## src/rtl/sjrq_pkg.sv

```systemverilog
// ----------------------------------------------------------------------------
// Shortest-job ready queue package
// Types, codes and defaults shared by the ready queue core and its checker.
// ----------------------------------------------------------------------------
package sjrq_pkg;

   localparam int DEFAULT_QUEUE_DEPTH = 16;

   localparam int BURST_W  = 16;
   localparam int TAG_W    = 8;
   localparam int STATUS_W = 2;
   localparam int OCC_W    = 5;

   localparam logic KIND_INSERT = 1'b0;
   localparam logic KIND_POP    = 1'b1;

   typedef enum logic [STATUS_W-1:0] {
      ST_DONE  = 2'd0,
      ST_FULL  = 2'd1,
      ST_EMPTY = 2'd2
   } status_type;

   typedef enum logic [1:0] {
      SQ_IDLE,
      SQ_SCAN,
      SQ_PLACE,
      SQ_POP
   } seq_state_type;

   typedef struct packed {
      logic [BURST_W-1:0] burst;
      logic [TAG_W-1:0]   tag;
   } entry_type;

endpackage

```

## src/rtl/sjrq_req_if.sv

```systemverilog
// ----------------------------------------------------------------------------
// Request channel
// Valid/ready channel that carries insert and pop requests.
// ----------------------------------------------------------------------------
interface sjrq_req_if;
   logic                        valid;
   logic                        ready;
   logic                        kind;
   logic [sjrq_pkg::BURST_W-1:0] task_burst;
   logic [sjrq_pkg::TAG_W-1:0]   task_tag;

   modport source (output valid, output kind, output task_burst, output task_tag,
                   input ready);
   modport sink   (input valid, input kind, input task_burst, input task_tag,
                   output ready);
endinterface

```

## src/rtl/sjrq_rsp_if.sv

```systemverilog
// ----------------------------------------------------------------------------
// Response channel
// Valid/ready channel that carries one status beat for each request.
// ----------------------------------------------------------------------------
interface sjrq_rsp_if;
   logic                         valid;
   logic                         ready;
   logic [sjrq_pkg::STATUS_W-1:0] status;
   logic [sjrq_pkg::TAG_W-1:0]    popped_tag;
   logic [sjrq_pkg::BURST_W-1:0]  popped_burst;
   logic [sjrq_pkg::OCC_W-1:0]    occupancy;

   modport source (output valid, output status, output popped_tag,
                   output popped_burst, output occupancy, input ready);
   modport sink   (input valid, input status, input popped_tag,
                   input popped_burst, input occupancy, output ready);
endinterface

```

## src/rtl/sjrq_store.sv

```systemverilog
// ----------------------------------------------------------------------------
// Ready queue entry store
// Single write port, single read port memory with a registered read.
// ----------------------------------------------------------------------------
module sjrq_store #(
   parameter int QUEUE_DEPTH = sjrq_pkg::DEFAULT_QUEUE_DEPTH,
   localparam int IDX_W = (QUEUE_DEPTH > 1) ? $clog2(QUEUE_DEPTH) : 1
) (
   input  logic                clock,
   input  logic                wr_en,
   input  logic [IDX_W-1:0]    wr_addr,
   input  sjrq_pkg::entry_type wr_data,
   input  logic                rd_en,
   input  logic [IDX_W-1:0]    rd_addr,
   output sjrq_pkg::entry_type rd_data
);

   sjrq_pkg::entry_type mem_ff [QUEUE_DEPTH];
   sjrq_pkg::entry_type rd_data_ff;

   always_ff @(posedge clock) begin
      if (wr_en) begin
         mem_ff[wr_addr] <= wr_data;
      end
   end

   always_ff @(posedge clock) begin
      if (rd_en) begin
         rd_data_ff <= mem_ff[rd_addr];
      end
   end

   assign rd_data = rd_data_ff;

endmodule

```

## src/rtl/shortest_job_ready_queue_core.sv

```systemverilog
// ----------------------------------------------------------------------------
// Shortest-job ready queue core
// Bounded ready queue kept sorted by burst time, held as a ring in memory.
// ----------------------------------------------------------------------------
// A pop reads the head entry from memory and loads it into the response
// register from the SQ_POP state. An insert into a non-empty queue walks the
// queue from its tail towards the head with one memory read, one burst compare
// and one memory write per cycle, moving each queued entry with a larger burst
// up by one place before it writes the new entry. Inserts into an empty queue,
// inserts into a full queue and pops from an empty queue load the response
// register straight from the idle state. The request side is ready again
// once the sequencer is idle and the response register is free or being
// emptied.
module shortest_job_ready_queue_core #(
   parameter int QUEUE_DEPTH = sjrq_pkg::DEFAULT_QUEUE_DEPTH
) (
   input logic        clock,
   input logic        reset,
   sjrq_req_if.sink   req_if,
   sjrq_rsp_if.source rsp_if
);

   localparam int IDX_W = (QUEUE_DEPTH > 1) ? $clog2(QUEUE_DEPTH) : 1;
   localparam int CNT_W = $clog2(QUEUE_DEPTH + 1);

   sjrq_pkg::seq_state_type state_ff, state_in;
   logic [CNT_W-1:0]             count_ff, count_in;
   logic [IDX_W-1:0]             head_ff, head_in;
   logic [IDX_W-1:0]             pos_ff, pos_in;
   sjrq_pkg::entry_type          key_ff, key_in;

   logic                          rsp_valid_ff, rsp_valid_in;
   sjrq_pkg::status_type          status_ff, status_in;
   logic [sjrq_pkg::TAG_W-1:0]    ptag_ff, ptag_in;
   logic [sjrq_pkg::BURST_W-1:0]  pburst_ff, pburst_in;
   logic [sjrq_pkg::OCC_W-1:0]    occ_ff, occ_in;

   logic                req_accept;
   logic                rsp_load;
   logic                wr_en, rd_en;
   logic [IDX_W-1:0]    wr_lidx, rd_lidx;
   sjrq_pkg::entry_type wr_data, rd_data;

   function automatic logic [IDX_W-1:0] ring_idx(input logic [IDX_W-1:0] head,
                                                 input logic [IDX_W-1:0] lidx);
      logic [IDX_W:0] sum;
      sum = (IDX_W+1)'(head) + (IDX_W+1)'(lidx);
      if (sum >= (IDX_W+1)'(QUEUE_DEPTH)) begin
         sum = sum - (IDX_W+1)'(QUEUE_DEPTH);
      end
      return sum[IDX_W-1:0];
   endfunction

   sjrq_store #(.QUEUE_DEPTH(QUEUE_DEPTH)) u_store (
      .clock   (clock),
      .wr_en   (wr_en),
      .wr_addr (ring_idx(head_ff, wr_lidx)),
      .wr_data (wr_data),
      .rd_en   (rd_en),
      .rd_addr (ring_idx(head_ff, rd_lidx)),
      .rd_data (rd_data)
   );

   assign req_if.ready = (state_ff == sjrq_pkg::SQ_IDLE) && (!rsp_valid_ff || rsp_if.ready);
   assign req_accept   = req_if.valid && req_if.ready;

   always_ff @(posedge clock) begin
      if (reset) begin
         state_ff     <= sjrq_pkg::SQ_IDLE;
         count_ff     <= '0;
         head_ff      <= '0;
         rsp_valid_ff <= 1'b0;
      end else begin
         state_ff     <= state_in;
         count_ff     <= count_in;
         head_ff      <= head_in;
         rsp_valid_ff <= rsp_valid_in;
      end
   end

   always_ff @(posedge clock) begin
      pos_ff    <= pos_in;
      key_ff    <= key_in;
      status_ff <= status_in;
      ptag_ff   <= ptag_in;
      pburst_ff <= pburst_in;
      occ_ff    <= occ_in;
   end

   always_comb begin
      state_in  = state_ff;
      count_in  = count_ff;
      head_in   = head_ff;
      pos_in    = pos_ff;
      key_in    = key_ff;
      status_in = status_ff;
      ptag_in   = ptag_ff;
      pburst_in = pburst_ff;
      occ_in    = occ_ff;
      rsp_load  = 1'b0;
      wr_en     = 1'b0;
      wr_lidx   = '0;
      wr_data   = key_ff;
      rd_en     = 1'b0;
      rd_lidx   = '0;

      unique case (state_ff)
         sjrq_pkg::SQ_IDLE: begin
            if (req_accept) begin
               key_in.burst = req_if.task_burst;
               key_in.tag   = req_if.task_tag;
               ptag_in      = '0;
               pburst_in    = '0;
               if (req_if.kind == sjrq_pkg::KIND_POP) begin
                  if (count_ff == '0) begin
                     rsp_load  = 1'b1;
                     status_in = sjrq_pkg::ST_EMPTY;
                     occ_in    = sjrq_pkg::OCC_W'(count_ff);
                  end else begin
                     rd_en    = 1'b1;
                     rd_lidx  = '0;
                     state_in = sjrq_pkg::SQ_POP;
                  end
               end else if (count_ff == CNT_W'(QUEUE_DEPTH)) begin
                  rsp_load  = 1'b1;
                  status_in = sjrq_pkg::ST_FULL;
                  occ_in    = sjrq_pkg::OCC_W'(count_ff);
               end else if (count_ff == '0) begin
                  wr_en         = 1'b1;
                  wr_lidx       = '0;
                  wr_data.burst = req_if.task_burst;
                  wr_data.tag   = req_if.task_tag;
                  count_in      = CNT_W'(1);
                  rsp_load      = 1'b1;
                  status_in     = sjrq_pkg::ST_DONE;
                  occ_in        = sjrq_pkg::OCC_W'(1);
               end else begin
                  rd_en    = 1'b1;
                  rd_lidx  = IDX_W'(count_ff - CNT_W'(1));
                  pos_in   = IDX_W'(count_ff - CNT_W'(1));
                  state_in = sjrq_pkg::SQ_SCAN;
               end
            end
         end
         sjrq_pkg::SQ_SCAN: begin
            wr_en   = 1'b1;
            wr_lidx = pos_ff + IDX_W'(1);
            if (rd_data.burst > key_ff.burst) begin
               wr_data = rd_data;
               if (pos_ff == '0) begin
                  state_in = sjrq_pkg::SQ_PLACE;
               end else begin
                  rd_en   = 1'b1;
                  rd_lidx = pos_ff - IDX_W'(1);
                  pos_in  = pos_ff - IDX_W'(1);
               end
            end else begin
               wr_data   = key_ff;
               count_in  = count_ff + CNT_W'(1);
               rsp_load  = 1'b1;
               status_in = sjrq_pkg::ST_DONE;
               occ_in    = sjrq_pkg::OCC_W'(count_ff + CNT_W'(1));
               state_in  = sjrq_pkg::SQ_IDLE;
            end
         end
         sjrq_pkg::SQ_PLACE: begin
            wr_en     = 1'b1;
            wr_lidx   = '0;
            wr_data   = key_ff;
            count_in  = count_ff + CNT_W'(1);
            rsp_load  = 1'b1;
            status_in = sjrq_pkg::ST_DONE;
            occ_in    = sjrq_pkg::OCC_W'(count_ff + CNT_W'(1));
            state_in  = sjrq_pkg::SQ_IDLE;
         end
         sjrq_pkg::SQ_POP: begin
            head_in   = ring_idx(head_ff, IDX_W'(1));
            count_in  = count_ff - CNT_W'(1);
            rsp_load  = 1'b1;
            status_in = sjrq_pkg::ST_DONE;
            ptag_in   = rd_data.tag;
            pburst_in = rd_data.burst;
            occ_in    = sjrq_pkg::OCC_W'(count_ff - CNT_W'(1));
            state_in  = sjrq_pkg::SQ_IDLE;
         end
         default: begin
            state_in = sjrq_pkg::SQ_IDLE;
         end
      endcase

      rsp_valid_in = rsp_load || (rsp_valid_ff && !rsp_if.ready);
   end

   assign rsp_if.valid        = rsp_valid_ff;
   assign rsp_if.status       = status_ff;
   assign rsp_if.popped_tag   = ptag_ff;
   assign rsp_if.popped_burst = pburst_ff;
   assign rsp_if.occupancy    = occ_ff;

endmodule

```

## src/flat_wrapper.sv

```systemverilog
// flat-port wrapper written by rule: the top's interface ports become plain ports
module shortest_job_ready_queue_core_flat 
#(
   parameter int QUEUE_DEPTH = sjrq_pkg::DEFAULT_QUEUE_DEPTH
)
  (clock, reset, req_if_valid, req_if_kind, req_if_task_burst, req_if_task_tag, req_if_ready, rsp_if_valid, rsp_if_status, rsp_if_popped_tag, rsp_if_popped_burst, rsp_if_occupancy, rsp_if_ready);
  sjrq_req_if req_if_i ();
  sjrq_rsp_if rsp_if_i ();
  input logic clock;
  input logic reset;
  input wire logic [$bits(req_if_i.valid)-1:0] req_if_valid;
  input wire logic [$bits(req_if_i.kind)-1:0] req_if_kind;
  input wire logic [$bits(req_if_i.task_burst)-1:0] req_if_task_burst;
  input wire logic [$bits(req_if_i.task_tag)-1:0] req_if_task_tag;
  output wire logic [$bits(req_if_i.ready)-1:0] req_if_ready;
  output wire logic [$bits(rsp_if_i.valid)-1:0] rsp_if_valid;
  output wire logic [$bits(rsp_if_i.status)-1:0] rsp_if_status;
  output wire logic [$bits(rsp_if_i.popped_tag)-1:0] rsp_if_popped_tag;
  output wire logic [$bits(rsp_if_i.popped_burst)-1:0] rsp_if_popped_burst;
  output wire logic [$bits(rsp_if_i.occupancy)-1:0] rsp_if_occupancy;
  input wire logic [$bits(rsp_if_i.ready)-1:0] rsp_if_ready;
  assign req_if_i.valid = req_if_valid;
  assign req_if_i.kind = req_if_kind;
  assign req_if_i.task_burst = req_if_task_burst;
  assign req_if_i.task_tag = req_if_task_tag;
  assign req_if_ready = req_if_i.ready;
  assign rsp_if_valid = rsp_if_i.valid;
  assign rsp_if_status = rsp_if_i.status;
  assign rsp_if_popped_tag = rsp_if_i.popped_tag;
  assign rsp_if_popped_burst = rsp_if_i.popped_burst;
  assign rsp_if_occupancy = rsp_if_i.occupancy;
  assign rsp_if_i.ready = rsp_if_ready;
  shortest_job_ready_queue_core #(.QUEUE_DEPTH(QUEUE_DEPTH)) u_core (.clock(clock), .reset(reset), .req_if(req_if_i), .rsp_if(rsp_if_i));
endmodule
```

## config.mk

```make
export PLATFORM = sky130hd
export DESIGN_NAME = shortest_job_ready_queue_core_flat
export DESIGN_NICKNAME = d
export VERILOG_FILES = /design/src/rtl/sjrq_pkg.sv /design/src/rtl/sjrq_req_if.sv /design/src/rtl/sjrq_rsp_if.sv /design/src/rtl/sjrq_store.sv /design/src/rtl/shortest_job_ready_queue_core.sv /design/src/flat_wrapper.sv
export SDC_FILE = /design/constraint.sdc
export NUM_CORES = 1
export LEC_CHECK = 0
export ABC_AREA = 1
export BUFFER_PORTS_ARGS = -buffer_cell sky130_fd_sc_hd__buf_2
export CORE_ASPECT_RATIO = 1.2
export CORE_MARGIN = 2
export CORE_UTILIZATION = 30
export CTS_BUF_LIST = sky130_fd_sc_hd__clkbuf_4 sky130_fd_sc_hd__clkbuf_8
export CTS_CLUSTER_DIAMETER = 80
export DETAILED_ROUTE_END_ITERATION = 6
export GPL_TIMING_DRIVEN = 0
export HOLD_SLACK_MARGIN = 0.15
export MAX_ROUTING_LAYER = met4
export PLACE_DENSITY_LB_ADDON = 0.05
export REMOVE_ABC_BUFFERS = 1
export SYNTH_ARGS = -nofsm -noshare
export SYNTH_HDL_FRONTEND = slang
export SYNTH_SLANG_ARGS = --single-unit
```

## constraint.sdc

```tcl
create_clock -name clock -period 6.52 [get_ports clock]
set_input_delay 0.978 -clock clock [delete_from_list [all_inputs] [get_ports clock]]
set_output_delay 0.978 -clock clock [all_outputs]
set_load 0.02 [all_outputs]
```

==> results of run 1 <==
## per-layer routing
metal,up-vias,wire length [um]
li1,6569,-
met1,6852,30200
met2,309,30300
met3,97,2750
met4,0,1840
met5,-,0
## layout make-up
type                            count  area, um2
Antenna cell                        1       2.50
Tap cell                          909       1140
Inverter                          117        452
Multi-Input combinational cell   1095       5670
Timing Repair Buffer              100       1140
Clock buffer                      106       1330
Sequential cell                   479      14300
Fill cell                        6718      44000
Clock inverter                     36        169
## cells in the final DEF (no fill, tap or decap), types with 12 or more instances in the layout
| cell type | netlist | routed |
|---|---|---|
| edfxtp_1 | 467 | 467 |
| nand2_1 | 379 | 377 |
| o21ai_0 | 231 | 230 |
| nor2_1 | 174 | 158 |
| inv_1 | 111 | 108 |
| a21oi_1 | 99 | 99 |
| clkbuf_8 | 0 | 86 |
| buf_2 | 24 | 61 |
| o22ai_1 | 52 | 52 |
| a32o_1 | 48 | 48 |
| nand3_1 | 40 | 39 |
| ha_1 | 33 | 30 |
| clkinv_1 | 1 | 25 |
| clkbuf_4 | 0 | 20 |
| buf_12 | 0 | 19 |
| nor2_4 | 1 | 17 |
| buf_16 | 0 | 13 |
| dfxtp_1 | 12 | 12 |
## critical path, stage by stage, from the launching register on
cell and delay (ps):
edfxtp_1 460, ha_1 360, nand4_1 190, nor3_1 260, nand2_1 80, nand2_1 160
nand4_1 340, o22ai_1 380, ha_4 200, fa_4 670, buf_16 270, inv_6 650
buf_16 320, a21oi_1 70, a32o_1 210, o21ai_0 270, nand3_1 120, nand2_1 110
## logic make-up (layout without fill, tap and decap cells)
group           count (synthesis)  after routing  synth area share
compound gates                437            437             0.122
flops                         479            479             0.692
fa+ha+maj                      35             35            0.0220
mux                             1              1          0.000485
simple gates                  613            613             0.118
other cells                     0              1                 0
xor+xnor                        9              9           0.00382
buf+inv                       219            359            0.0426
## final timing paths
check / depth (start not counted) / slack (ps) / start / endpoint
max: 17 / 1140 / u_core.u_store.rd_data[19]$_DFFE_PP_ / u_core.u_store.rd_data[9]$_DFFE_PP_
min: 1 / 510 / req_if_task_tag[4] / u_core.key_ff[4]$_DFFE_PP_
max reg2reg: 17 / 1140 / u_core.u_store.rd_data[19]$_DFFE_PP_ / u_core.u_store.rd_data[9]$_DFFE_PP_
min reg2reg: 2 / 520 / u_core.head_ff[3]$_SDFFE_PP0P_ / u_core.head_ff[3]$_SDFFE_PP0P_
## power by group
part           total [mW]  leakage, nW  switching (mW)  internal, mW
Sequential           4.83         4.36           0.194          4.64
Combinational        4.82         3.80            3.41          1.41
Clock                2.59        0.787            1.26          1.33
Total                12.2         8.95            4.86          7.38
## flip-flops by register name, indices dropped and copies added (netlist names)
| name | flops |
|---|---|
| u_core.count_ff | 5 |
| u_core.rsp_if.popped_burst | 16 |
| u_core.rsp_if.valid | 1 |
| u_core.rsp_if.popped_tag | 8 |
| u_core.u_store.rd_data | 24 |
| u_core.state_ff | 2 |
| u_core.key_ff | 24 |
| u_core.rsp_if.occupancy | 5 |
| u_core.pos_ff | 4 |
| u_core.rsp_if.status | 2 |
| u_core.u_store.mem_ff | 384 |
| u_core.head_ff | 4 |
==> run_results.csv, run 1 <==
group,metric,value,unit
clock_tree,cts_root_buf,"clkbuf_8",
sta,fmax,0.186,GHz
synth,yosysSeqAreaShare,0.692,
hold_path,hp-class,"primary input to flip-flop",
clock_tree,cts_tree,"yes",
synth,yosysTopAreaCell,"edfxtp_1",
placed_design,io_buffers,61,
clock_tree,clk_latency,670,ps
global_route,overflow,0,
sta,rsz0062_at_grt,"false",
synth,synthArstFlopShare,0,
synth,synth_commonest_cells,"edfxtp_1 (467), nand2_1 (379), o21ai_0 (231), nor2_1 (174), inv_1 (111)",
die,core,68200,um2
global_route,top_usage_layer,"met2",
worst_setup_path,arrival,5890,ps
sta,fin_crit,5380,ps
detailed_routing,first_pass_iters,6,
sta,slew_headroom,0.171,
sta,finalClockSkew,28.1,ps
detailed_routing,drt_iter0_drc,961,
sta,finalCritPeriodShare,0.825,
synth,synthFlopType,"edfxtp_1",
clock_tree,cts_resized,0,
synth,synth.most_common_cell,"edfxtp_1",
worst_setup_path,critPathRequiredTime,7030,ps
sta,holdWs,514,ps
sta,maxSlewViolCount,0,
clock_tree,cts_sinks,479,
detailed_routing,drc,0,
detailed_routing,wl_per_cell,22.9,um
final_layout,final_cells,2843,
clock_tree,hold_buffers,0,
sta,setup_tns,0,ps
clock_tree,numCtsBuffers,84,
synth,netlist_area,20600,um2
placed_design,dp.cells,2700,
die,io_pins,62,
die,die_area,70900,um2
global_route,use_met2,0.295,
die,rows,105,
clock_tree,htreeDepth,3,
pwr,finalPower,12.2,mW
final_layout,nets,1941,
global_route,grt_util_met3,0.0256,
synth,synth_edf_count,467,
global_route,grt_pass1_vias,13800,
die,die_w,243,um
synth,synth_cells,1793,
final_layout,layout-drive-gt1-share,0.136,
global_route,use_met1,0.252,
global_route,grt_pass1_wl,94100,um
synth,yosysUniqueCellTypes,41,
pwr,ir_drop,0.266,mV
detailed_routing,ant_nets,0,
synth,ys_ff_latch,479,
final_layout,fin_area,24200,um2
final_layout,syn_to_final_growth,17.2,%
global_route,groute.usage.overall,0.189,
placed_design,place_congestion,0.757,
placed_design,pre_cts_slack,1200,ps
clock_tree,clkTransAtPathRegs,60,ps
sta,finalHoldViolations,0,
placed_design,dp.final_hpwl,38100,um
placed_design,place_area,22700,um2
flow_run,maxCapViolCount,0,
synth,synth_area_leaders,"edfxtp_1 (68%), nand2_1 (6.9%), o21ai_0 (5.6%)",
worst_setup_path,startpoint_type,"flip-flop",
worst_setup_path,path_max_fanout,90,
detailed_routing,routed_via_density,4.86,
die,die_y,291,um
clock_tree,cts_buffer_depth,3,
synth,syn_area_per_cell,11.5,um2
global_route,antenna_found_initial,3,
die,initial_core_util,0.302,
detailed_routing,routed_wl,65100,um
synth,yosysWarnings,0,
status,status,"completed",
clock_tree,cts_setup_buffers,0,
synth,synth_top_area_frac,0.680,
sta,worst_slew_pin_slew,1240,ps
global_route,grt_max_degree,121,
pwr,p_leak,8.95,nW
sta,finalSetupViolCount,0,
sta,setup_ws,1140,ps
pwr,power.density,506,nW/um2
worst_setup_path,crit_path_end_kind,"flip-flop",
worst_setup_path,crit_type,"flip-flop to flip-flop",
final_layout,fin_util,0.354,
detailed_routing,via_count,13800,
(Power assumes the default switching activity.)
==> run 2, diff against run 1 <==
==> constraint.sdc (replaced) <==
create_clock -name clock -period 5.2 [get_ports clock]
set_input_delay 0.78 -clock clock [delete_from_list [all_inputs] [get_ports clock]]
set_output_delay 0.78 -clock clock [all_outputs]
set_load 0.02 [all_outputs]
==> run_results.csv, run 2 (same netlist as run 1, synthesis figures left out) <==
group,metric,value,unit
detailed_routing,ant_nets,0,
worst_setup_path,startpoint_type,"flip-flop",
final_layout,layout_commonest_cell,"edfxtp_1",
detailed_routing,first_pass_iters,5,
pwr,power.internal,9.33,mW
pwr,power_frac_seq,0.392,
global_route,grt_pass1_wl,94200,um
sta,fmax,0.204,GHz
detailed_routing,routed_via_density,4.86,
sta,fin_crit,4910,ps
die,io_pins,62,
pwr,p_leak,9.04,nW
detailed_routing,via_count,13900,
final_layout,nFillCells,6695,
clock_tree,numCtsBuffers,84,
sta,finalCritPeriodShare,0.944,
clock_tree,hold_buffers,0,
die,die_w,243,um
worst_setup_path,path_max_fanout,90,
final_layout,layout-drive-gt1-share,0.142,
pwr,ir_drop,0.323,mV
final_layout,mostFrequentLayoutCells,"edfxtp_1 (467), nand2_1 (377), o21ai_0 (230), nor2_1 (158), inv_1 (108)",
worst_setup_path,r2r_end,"u_core.u_store.rd_data[9]$_DFFE_PP_",
detailed_routing,drc,0,
die,initial_core_util,0.302,
pwr,finalPower,15.5,mW
global_route,overflow,0,
final_layout,syn_to_final_growth,18.3,%
sta,maxSlewViolCount,0,
clock_tree,clk_latency,670,ps
worst_setup_path,critPathRequiredTime,5710,ps
worst_setup_path,crit_type,"flip-flop to flip-flop",
clock_tree,cts_tree,"yes",
global_route,antenna_found_initial,3,
sta,finalSetupViolCount,0,
worst_setup_path,endpoint,"u_core.u_store.rd_data[9]$_DFFE_PP_",
die,rows,105,
clock_tree,cts_buffer_depth,3,
pwr,clkPwrFrac,0.210,
pwr,switching_share,0.396,
worst_setup_path,arrival,5420,ps
detailed_routing,wl_per_cell,22.8,um
global_route,grt_pass1_vias,13800,
sta,slew_headroom,0.169,
pwr,comb_power_share,0.398,
placed_design,dp.final_hpwl,38100,um
hold_path,holdCritStartpoint,"req_if_task_tag[0]",
worst_setup_path,r2r_slack,290,ps
global_route,groute.usage.overall,0.189,
pwr,power.density,633,nW/um2
clock_tree,htreeDepth,3,
clock_tree,cts_sinks,479,
clock_tree,cts_root_buf,"clkbuf_8",
sta,finalHoldViolations,0,
die,die_area,70900,um2
flow_run,maxCapViolCount,0,
placed_design,place_area,22700,um2
pwr,switching_power,6.12,mW
sta,worst_slew_pin_slew,1250,ps
final_layout,top_register,"u_core.u_store.mem_ff",
global_route,grt_max_degree,121,
worst_setup_path,worstSetupStartpoint,"u_core.u_store.rd_data[21]$_DFFE_PP_",
sta,finalClockSkew,27.2,ps
final_layout,largest_reg_flops,384,
worst_setup_path,reg2reg_from,"u_core.u_store.rd_data[21]$_DFFE_PP_",
status,status,"completed",
worst_setup_path,crit_path_end_kind,"flip-flop",
clock_tree,clkTransAtPathRegs,60,ps
worst_setup_path,r2r_cells,15,
die,core,68200,um2
placed_design,io_buffers,61,
sta,rsz0062_at_grt,"false",
final_layout,fin_area,24400,um2
hold_path,hp-class,"primary input to flip-flop",
detailed_routing,drt_iter0_drc,928,
detailed_routing,routed_wl,65200,um
die,die_y,291,um
placed_design,place_congestion,0.757,
final_layout,nets,1952,
-- run 2: cell types whose count changed in the layout (fill, tap and decap cells not counted), moves of 2 or more --
cell / before / now
o22ai_1: 52 / 50
buf_4: 0 / 4
buf_12: 19 / 26
o22ai_2: 0 / 2
-- run 2: worst min-delay path by stage --
| stage | end | cells past startpoint |
|---|---|---|
| floorplan | u_core.count_ff[4]$_SDFFE_PP0P_ | 2 |
| global placement | u_core.head_ff[3]$_SDFFE_PP0P_ | 2 |
| detailed placement | u_core.head_ff[3]$_SDFFE_PP0P_ | 2 |
| CTS | u_core.key_ff[6]$_DFFE_PP_ | 1 |
| global route | u_core.key_ff[20]$_DFFE_PP_ | 1 |
| finish | u_core.key_ff[0]$_DFFE_PP_ | 1 |
-- run 2: per-layer routing --
metal  vias to the layer above  wire [um]  GRT usage
li1                       6584          -          -
met1                      6881      30300      0.252
met2                       310      30400      0.295
met3                        91       2660     0.0259
met4                         0       1750     0.0678
met5                         -          0          -
-- run 2: cell type report --
class / count / area, um2 / share of cell area
Multi-Input combinational cell: 1095 / 5710 / 0.234
Clock buffer: 106 / 1330 / 0.0547
Timing Repair Buffer: 111 / 1320 / 0.0539
Sequential cell: 479 / 14300 / 0.585
Antenna cell: 1 / 2.50 / 0.000103
Inverter: 117 / 473 / 0.0194
Clock inverter: 36 / 169 / 0.00692
Tap cell: 909 / 1140 / 0.0466
-- run 2: metrics by stage --
stage,TNS [ps],cells,util,hold slack (ps),setup slack [ps]
after floorplan,-107880,1691,-,466,-4490
after global placement,-3759150,2661,0.317,504,-15050
after detailed placement,-2240,2700,0.332,516,-118
after CTS,0,2848,0.356,251,13.0
after global routing,0,2854,0.358,268,46.3
final,0,2854,0.358,315,294
-- run 2: worst max-delay path, stage by stage, from the launching register on --
cell and delay [ps]:
edfxtp_1 420, ha_1 330, nand2_1 190, nor3_1 300
nand3_1 250, nand4_1 280, o22ai_2 130, ha_4 190
fa_4 840, buf_16 330, clkinv_16 310, buf_16 300
a32o_1 310, o21ai_0 270, nand3_1 120, nand2_1 100
-- run 2: power by group through the flow --
stage / Sequential, mW / Clock (mW) / Combinational [mW]
6_report: 6.06 / 3.24 / 6.16
5_1_grt: 6.13 / 3.51 / 6.90
4_1_cts: 6.06 / 3.36 / 6.23
3_5_place_dp: 6.14 / 0 / 6.13
3_3_place_gp: 6.19 / 0 / 5.87
2_1_floorplan: 6.17 / 0 / 3.51
-- run 2: repair_timing --
| action | 4_1_cts | 5_1_grt |
|---|---|---|
| cloned | 0 | 0 |
| pin swaps | 3 | 3 |
| endpoints found under the hold margin | 0 | 0 |
| setup buffers | 6 | 5 |
| gates resized for setup | 3 | 7 |
| setup endpoints to repair | 56 | 109 |
